File: src/hw/rtl/mlfr_pkg.sv
// Shared types and constants for the magic-length frame receiver.
// Used by every module of the block; depends on nothing.
`default_nettype none

package mlfr_pkg;

	localparam int unsigned BYTE_W   = 8;
	localparam int unsigned LEN_W    = 16;
	localparam int unsigned MAGIC_W  = 32;
	localparam int unsigned STATUS_W = 2;
	localparam int unsigned APB_DW   = 32;
	localparam int unsigned APB_AW   = 3;

	localparam logic [MAGIC_W-1:0] MAGIC_RESET   = '0;
	localparam logic [LEN_W-1:0]   MAX_PAY_RESET = '1;

	typedef enum logic [2:0] {
		PH_MAGIC0  = 3'd0,
		PH_MAGIC1  = 3'd1,
		PH_MAGIC2  = 3'd2,
		PH_MAGIC3  = 3'd3,
		PH_LEN_LO  = 3'd4,
		PH_LEN_HI  = 3'd5,
		PH_PAYLOAD = 3'd6
	} phase_t;

	typedef enum logic [STATUS_W-1:0] {
		ST_NONE    = 2'd0,
		ST_DONE    = 2'd1,
		ST_LEN_ERR = 2'd2
	} status_t;

	typedef enum logic {
		REG_MAGIC       = 1'b0,
		REG_MAX_PAYLOAD = 1'b1
	} reg_idx_t;

	typedef struct packed {
		logic [MAGIC_W-1:0] magic_word;
		logic [LEN_W-1:0]   max_payload;
	} cfg_t;

	typedef struct packed {
		status_t            status;
		logic               data_valid;
		logic [BYTE_W-1:0]  data_byte;
		logic [LEN_W-1:0]   data_index;
	} res_t;

endpackage

`default_nettype wire

File: src/hw/rtl/magic_length_frame_receiver_core.sv
// Top level of the magic-length frame receiver: APB registers, frame parser
// and result register. Depends on mlfr_pkg, mlfr_cfg_regs, mlfr_parser, mlfr_out_stage.
//
//   channel  | handshake            | payload
//   ---------+----------------------+-------------------------------------------
//   input    | in_valid / in_ready  | rx_byte[7:0], restart
//   output   | out_valid/out_ready  | status[1:0], data_valid, data_byte[7:0],
//            |                      | data_index[15:0]
//   config   | psel/penable/pwrite  | paddr[2:0], pwdata[31:0], prdata[31:0]
//
// The parser state advances at the accepting edge and the result lands in
// the result register at that same edge, so a result is offered in the cycle
// after its input beat is accepted.
// Sustained rate is one beat per cycle; in_ready drops only while a result is
// held and out_ready is low, so a stall on the output side holds the input.
// arst_n clears the parse phase, length and count, the output valid flag and
// the registers to their defaults (magic word 0, maximum payload 65535).
`default_nettype none

module magic_length_frame_receiver_core (
	input  wire logic                               clk,
	input  wire logic                               arst_n,
	// input beats
	input  wire logic                               in_valid,
	output logic                                    in_ready,
	input  wire logic [mlfr_pkg::BYTE_W-1:0]        rx_byte,
	input  wire logic                               restart,
	// result beats
	output logic                                    out_valid,
	input  wire logic                               out_ready,
	output logic [mlfr_pkg::STATUS_W-1:0]           status,
	output logic                                    data_valid,
	output logic [mlfr_pkg::BYTE_W-1:0]             data_byte,
	output logic [mlfr_pkg::LEN_W-1:0]              data_index,
	// configuration
	input  wire logic                               psel,
	input  wire logic                               penable,
	input  wire logic                               pwrite,
	input  wire logic [mlfr_pkg::APB_AW-1:0]        paddr,
	input  wire logic [mlfr_pkg::APB_DW-1:0]        pwdata,
	output logic      [mlfr_pkg::APB_DW-1:0]        prdata,
	output logic                                    pready
);

	mlfr_pkg::cfg_t cfg;
	mlfr_pkg::res_t res_next;
	mlfr_pkg::res_t res_held;
	logic           in_accept;
	logic           room;

	// advance the parser only on an accepted beat
	assign in_ready  = room;
	assign in_accept = in_valid && room;

	mlfr_cfg_regs u_cfg_regs (
		.clk     (clk),
		.arst_n  (arst_n),
		.psel    (psel),
		.penable (penable),
		.pwrite  (pwrite),
		.paddr   (paddr),
		.pwdata  (pwdata),
		.prdata  (prdata),
		.pready  (pready),
		.cfg     (cfg)
	);

	mlfr_parser u_parser (
		.clk     (clk),
		.arst_n  (arst_n),
		.accept  (in_accept),
		.rx_byte (rx_byte),
		.restart (restart),
		.cfg     (cfg),
		.res     (res_next)
	);

	mlfr_out_stage u_out_stage (
		.clk       (clk),
		.arst_n    (arst_n),
		.load      (in_accept),
		.res       (res_next),
		.out_ready (out_ready),
		.out_valid (out_valid),
		.room      (room),
		.res_out   (res_held)
	);

	// unpack the held beat onto the result ports
	assign status     = res_held.status;
	assign data_valid = res_held.data_valid;
	assign data_byte  = res_held.data_byte;
	assign data_index = res_held.data_index;

endmodule

`default_nettype wire

File: src/hw/rtl/mlfr_cfg_regs.sv
// APB register file: magic word and maximum payload length.
// Depends on mlfr_pkg.
`default_nettype none

module mlfr_cfg_regs (
	input  wire logic                          clk,
	input  wire logic                          arst_n,
	input  wire logic                          psel,
	input  wire logic                          penable,
	input  wire logic                          pwrite,
	input  wire logic [mlfr_pkg::APB_AW-1:0]   paddr,
	input  wire logic [mlfr_pkg::APB_DW-1:0]   pwdata,
	output logic      [mlfr_pkg::APB_DW-1:0]   prdata,
	output logic                               pready,
	output mlfr_pkg::cfg_t                     cfg
);

	mlfr_pkg::cfg_t    cfg_q;
	mlfr_pkg::reg_idx_t reg_sel;
	logic              wr_en;

	assign reg_sel = mlfr_pkg::reg_idx_t'(paddr[2]);
	assign wr_en   = psel && penable && pwrite;
	assign pready  = 1'b1;
	assign cfg     = cfg_q;

	always_ff @(posedge clk or negedge arst_n) begin
		if (!arst_n) begin
			cfg_q.magic_word  <= mlfr_pkg::MAGIC_RESET;
			cfg_q.max_payload <= mlfr_pkg::MAX_PAY_RESET;
		end else if (wr_en) begin
			case (reg_sel)
				mlfr_pkg::REG_MAGIC: begin
					cfg_q.magic_word <= pwdata[mlfr_pkg::MAGIC_W-1:0];
				end
				mlfr_pkg::REG_MAX_PAYLOAD: begin
					cfg_q.max_payload <= pwdata[mlfr_pkg::LEN_W-1:0];
				end
				default: begin
					cfg_q <= cfg_q;
				end
			endcase
		end
	end

	always_comb begin
		case (reg_sel)
			mlfr_pkg::REG_MAGIC: begin
				prdata = cfg_q.magic_word;
			end
			mlfr_pkg::REG_MAX_PAYLOAD: begin
				prdata = {{(mlfr_pkg::APB_DW-mlfr_pkg::LEN_W){1'b0}}, cfg_q.max_payload};
			end
			default: begin
				prdata = '0;
			end
		endcase
	end

endmodule

`default_nettype wire

File: src/hw/rtl/mlfr_parser.sv
// Frame parser: phase register, length and count registers, and the
// per-byte result logic. Depends on mlfr_pkg.
`default_nettype none

module mlfr_parser (
	input  wire logic                         clk,
	input  wire logic                         arst_n,
	input  wire logic                         accept,
	input  wire logic [mlfr_pkg::BYTE_W-1:0]  rx_byte,
	input  wire logic                         restart,
	input  wire mlfr_pkg::cfg_t               cfg,
	output mlfr_pkg::res_t                    res
);

	mlfr_pkg::phase_t            phase_q, phase_d;
	logic [mlfr_pkg::LEN_W-1:0]  exp_len_q, exp_len_d;
	logic [mlfr_pkg::LEN_W-1:0]  rcv_cnt_q, rcv_cnt_d;
	logic [mlfr_pkg::LEN_W-1:0]  len_full;
	logic [mlfr_pkg::LEN_W-1:0]  cnt_inc;
	logic [mlfr_pkg::BYTE_W-1:0] want;

	always_ff @(posedge clk or negedge arst_n) begin
		if (!arst_n) begin
			phase_q   <= mlfr_pkg::PH_MAGIC0;
			exp_len_q <= '0;
			rcv_cnt_q <= '0;
		end else if (accept) begin
			phase_q   <= phase_d;
			exp_len_q <= exp_len_d;
			rcv_cnt_q <= rcv_cnt_d;
		end
	end

	assign want     = cfg.magic_word[phase_q[1:0]*mlfr_pkg::BYTE_W +: mlfr_pkg::BYTE_W];
	assign len_full = {rx_byte, exp_len_q[mlfr_pkg::BYTE_W-1:0]};
	assign cnt_inc  = rcv_cnt_q + 1'b1;

	always_comb begin
		phase_d        = phase_q;
		exp_len_d      = exp_len_q;
		rcv_cnt_d      = rcv_cnt_q;
		res.status     = mlfr_pkg::ST_NONE;
		res.data_valid = 1'b0;
		res.data_byte  = '0;
		res.data_index = '0;
		if (restart) begin
			phase_d   = mlfr_pkg::PH_MAGIC0;
			exp_len_d = '0;
			rcv_cnt_d = '0;
		end else begin
			case (phase_q)
				mlfr_pkg::PH_MAGIC0, mlfr_pkg::PH_MAGIC1,
				mlfr_pkg::PH_MAGIC2, mlfr_pkg::PH_MAGIC3: begin
					// drop back to hunting on mismatch; failing byte is not rechecked
					phase_d = (rx_byte == want) ? mlfr_pkg::phase_t'(phase_q + 3'd1)
					                            : mlfr_pkg::PH_MAGIC0;
				end
				mlfr_pkg::PH_LEN_LO: begin
					exp_len_d = {{(mlfr_pkg::LEN_W-mlfr_pkg::BYTE_W){1'b0}}, rx_byte};
					phase_d   = mlfr_pkg::PH_LEN_HI;
				end
				mlfr_pkg::PH_LEN_HI: begin
					exp_len_d = len_full;
					if (len_full == '0 || len_full > cfg.max_payload) begin
						phase_d    = mlfr_pkg::PH_MAGIC0;
						res.status = mlfr_pkg::ST_LEN_ERR;
					end else begin
						rcv_cnt_d = '0;
						phase_d   = mlfr_pkg::PH_PAYLOAD;
					end
				end
				mlfr_pkg::PH_PAYLOAD: begin
					res.data_valid = 1'b1;
					res.data_byte  = rx_byte;
					res.data_index = rcv_cnt_q;
					rcv_cnt_d      = cnt_inc;
					if (cnt_inc == exp_len_q) begin
						phase_d    = mlfr_pkg::PH_MAGIC0;
						res.status = mlfr_pkg::ST_DONE;
					end
				end
				default: begin
					// unreachable phase code: drop the byte, flag a length error and hunt again
					phase_d    = mlfr_pkg::PH_MAGIC0;
					res.status = mlfr_pkg::ST_LEN_ERR;
				end
			endcase
		end
	end

endmodule

`default_nettype wire

File: src/hw/rtl/mlfr_out_stage.sv
// Result register with valid/ready handshake toward the consumer.
// Depends on mlfr_pkg.
`default_nettype none

module mlfr_out_stage (
	input  wire logic            clk,
	input  wire logic            arst_n,
	input  wire logic            load,
	input  wire mlfr_pkg::res_t  res,
	input  wire logic            out_ready,
	output logic                 out_valid,
	output logic                 room,
	output mlfr_pkg::res_t       res_out
);

	logic           out_valid_q;
	mlfr_pkg::res_t res_s1;

	// room whenever the held beat leaves in this cycle or nothing is held
	assign room      = !out_valid_q || out_ready;
	assign out_valid = out_valid_q;
	assign res_out   = res_s1;

	always_ff @(posedge clk or negedge arst_n) begin
		if (!arst_n) begin
			out_valid_q <= 1'b0;
		end else if (room) begin
			out_valid_q <= load;
		end
	end

	always_ff @(posedge clk) begin
		if (load) begin
			res_s1 <= res;
		end
	end

endmodule

`default_nettype wire

File: config.mk
export PLATFORM = sky130hd
export DESIGN_NAME = magic_length_frame_receiver_core
export DESIGN_NICKNAME = d
export VERILOG_FILES = /design/src/hw/rtl/mlfr_pkg.sv /design/src/hw/rtl/magic_length_frame_receiver_core.sv /design/src/hw/rtl/mlfr_cfg_regs.sv /design/src/hw/rtl/mlfr_parser.sv /design/src/hw/rtl/mlfr_out_stage.sv
export SDC_FILE = /design/constraint.sdc
export NUM_CORES = 1
export LEC_CHECK = 0
export BUFFER_PORTS_ARGS = -buffer_cell sky130_fd_sc_hd__buf_2
export CORE_MARGIN = 2
export CORE_UTILIZATION = 40
export CTS_CLUSTER_DIAMETER = 40
export CTS_CLUSTER_SIZE = 24
export DETAILED_ROUTE_END_ITERATION = 10
export HOLD_SLACK_MARGIN = 0.15
export PLACE_DENSITY_LB_ADDON = 0.15
export SLEW_MARGIN = 20
export SYNTH_ARGS = -nofsm -noshare
export SYNTH_HDL_FRONTEND = slang
export SYNTH_SLANG_ARGS = --single-unit
File: constraint.sdc
create_clock -name clk -period 3 [get_ports clk]
set_clock_uncertainty 0.15 [all_clocks]
set_input_delay 0.45 -clock clk [delete_from_list [all_inputs] [get_ports clk]]
set_output_delay 0.45 -clock clk [all_outputs]
set_load 0.01 [all_outputs]
==> key figures <==
Die
  • Io pins: 113
  • DIE HEIGHT: 128 um
  • Site Rows: 45
  • Core Area: 15100 sq um
  • Die ar.: 16400 sq um
  • Initial Util: 40.7%
  • Die X-Extent: 128 um

Clocking
  • Clk_lat worst skew: 360 ps
  • Maximum clock path buffer count: 2
  • Reg clk slew, reported paths: 80 ps
  • CTS tree: yes
  • Root Driver: clkbuf_16
  • TritonCTS Buffers: 9
  • CTS sink count: 111
  • Htree depth: 3

Logic synthesis
  • Async SR Flop Fraction: 75.7%
  • Yosys warns: 0
  • Primary FF master, synth: dfrtp_1
  • Synth unique cells: 53
  • Top cell type's share of synthesized area: 27.6%
  • Area contributors post-synth: dfrtp_1, edfxtp_1, mux2_2, dfstp_2, ha_1
  • Syn Nets: 612
  • Synthesized cell area: 6160 sq um
  • Dominant cell type by area after synthesis: dfrtp_1
  • EDFF count, synth: 27
  • Sequential cell area fraction in the yosys report: 47.6%
  • #FFs+latches synth: 111
  • Synth Instances: 539
  • Syn Area/Cell: 11.4 sq um

Critical path
  • Setup CP Type: flip-flop to flip-flop
  • Critical Path Fanout Max: 11
  • Startpoint Class: flip-flop
  • WP buf/inv: 3
  • CP cell instances: inv_1 > ha_1 > nand4_1 > or3_4 > a21o_1 > a21oi_4 > o31ai_4 > buf_12 > o21a_4 > buf_4 > mux2_2
  • Crit-path slowest cell: dfstp_2
  • Crit-path leading delay family: compound AO/OA/AOI/OAI gates
  • Worst EP required: 3100 ps
  • Crit end category: flip-flop
  • R2r setup slk: 90 ps
  • Crit path largest cell delay: 540 ps
  • Data arrival time of the worst path: 3010 ps

Global route
  • Antenna violations before repair: 0
  • Largest net degree at the start of global routing: 46
  • GRT Util Overall: 20.1%
  • Total gr overflow: 0
  • Number of global-route vias before repair: 4924
  • First-pass GRT wire length: 25400 um

Detailed routing
  • Vias: 4666
  • Detail Route Antenna Nets: 0
  • Drt via density: 5.31
  • Post-route DRC: 0
  • Routed len/inst: 17.7 um
  • DR pass1 iterations: 4
  • Initial DRC count: 237
  • WL final: 15600 um

Place
  • HPWL after DPL: 11600 um
  • GPL Wtd Cong: 0.826
  • Buffers added on ports: 109
  • Area after DPL: 7240 sq um
  • Inst Count DP: 860

Power and ir drop
  • PwrDens: 508 nW/um^2
  • Peak supply drop: 456 uV
  • Lkg Pwr: 3.47 nW

STA
  • Fmax: 344 MHz
  • Final Slew Violations: 0
  • Smallest hold slack: 164 ps
  • Final setup fails: 0
  • Final Hold Viols: 0
  • Min Tclk post-route: 2910 ps
  • Worst rel slew slack: 55.0%
  • Post-route clock period utilization: 97.0%
  • Pin slew with the least headroom to its limit: 667 ps
  • Sum Neg Setup Slack: 0 ps

Layout
  • Final Non-Filler Cells: 879
  • Fraction of layout cells with a size suffix above 1: 41.8%
  • Layout Utilization: 50.6%
  • Synth-to-Final Area Change: 24.6%
  • Layout filler cell count: 1367
  • Diodes inserted: 0
  • Fin area: 7670 sq um
  • Final #Nets: 759

Job
  • Max Cap Violations: 0

Worst hold path
  • Hold crit path type: input pin to flip-flop

Run status
  • Status: completed
synth_stat cells (all sizes together) (3+ instances only):
library cell	count
dfrtp	68
mux2	67
a22o	28
edfxtp	27
inv	27
nor2	26
o21ai	25
and2	22
ha	22
xnor2	20
a21oi	19
nor2b	19
clkbuf	18
dfstp	16
nand2	16
nor3	15
nand4	12
buf	11
nand3	11
xor2	11
mux4	8
nor4	8
o211ai	6
and3	5
mux2i	4
or3	4
nand2b	3
o21a	3
or4	3
flip-flops by register name (all words and copies together), names as in the netlist:
signal                 flops
u_cfg_regs.cfg            48
u_out_stage.out_valid      1
u_out_stage.res_out       27
u_parser.exp_len_q        16
u_parser.phase_q           3
u_parser.rcv_cnt_q        16
metrics by stage:
step                      setup WS [ps]  power (mW)
after CTS                          20.7        3.92
after detailed placement          -28.7        2.69
after global placement             19.5        2.66
after floorplan                     321        2.31
final                              91.0        3.90
after global routing              -20.5        4.11
repair_timing:
action,CTS,global route
endpoints found under the setup margin,1,15
buffers inserted,0,1
pin swaps,0,5
gates resized for setup,1,14
hold buffers,2,0
endpoints found under the hold margin,42,0
power breakdown:
part           switching [mW]  total, mW  internal, mW
Clock                   0.588       1.22         0.631
Combinational           0.382      0.832         0.450
Sequential              0.105       1.85          1.74
final cells by class:
cell class                      instances  area, sq um  share of cell area (%)
Multi-Input combinational cell        371         3090                    40.3
Clock buffer                           11          254                    3.31
Tap cell                              188          235                    3.07
Clock inverter                          5         43.8                   0.571
Inverter                               28          105                    1.37
Timing Repair Buffer                  165         1010                    13.2
Sequential cell                       111         2930                    38.2
cell families after synthesis:
kind of cell | synth area share, %
DFF | 47.6
muxes | 15.9
buffers and inverters | 3.88
other | 0.0609
xor gates and xnor gates | 4.41
adders and majority gates | 4.47
and+or+nand+nor | 13.8
AOI/OAI and AO/OA | 9.90
routing by layer:
metal	part of all wire (%)	vias to the layer above	global-route usage, %
li1	-	2253	-
met1	43	2265	24.8
met2	50	124	34.5
met3	4.9	24	5.47
met4	2.1	0	6.53
met5	0	-	0
layout by cell type (no fill, tap or decap), types with 13 or more instances in the layout:
| master | instances |
|---|---|
| a21oi_1 | 17 |
| nor2b_1 | 19 |
| edfxtp_1 | 27 |
| xnor2_1 | 20 |
| ha_1 | 18 |
| nor3_1 | 13 |
| buf_4 | 52 |
| nor2_1 | 25 |
| buf_2 | 108 |
| dfrtp_1 | 68 |
| a22o_1 | 28 |
| o21ai_0 | 21 |
| dfstp_2 | 16 |
| mux2_2 | 66 |
| inv_1 | 26 |
| and2_1 | 22 |
| nand2_1 | 16 |
final timing paths:
kind | from | endpoint | cells after the start
setup / recovery | u_cfg_regs.cfg[8] | u_parser.rcv_cnt_q[0] | 11
hold / removal | pwdata[31] | u_cfg_regs.cfg[47] | 2
setup reg to reg | u_cfg_regs.cfg[8] | u_parser.rcv_cnt_q[0] | 11
hold reg to reg | u_parser.exp_len_q[15] | u_parser.exp_len_q[15] | 2
max in group asynchronous | arst_n | u_cfg_regs.cfg[4] | 3
min in group asynchronous | arst_n | u_out_stage.out_valid | 2
Power figures use the tool's default switching activity.
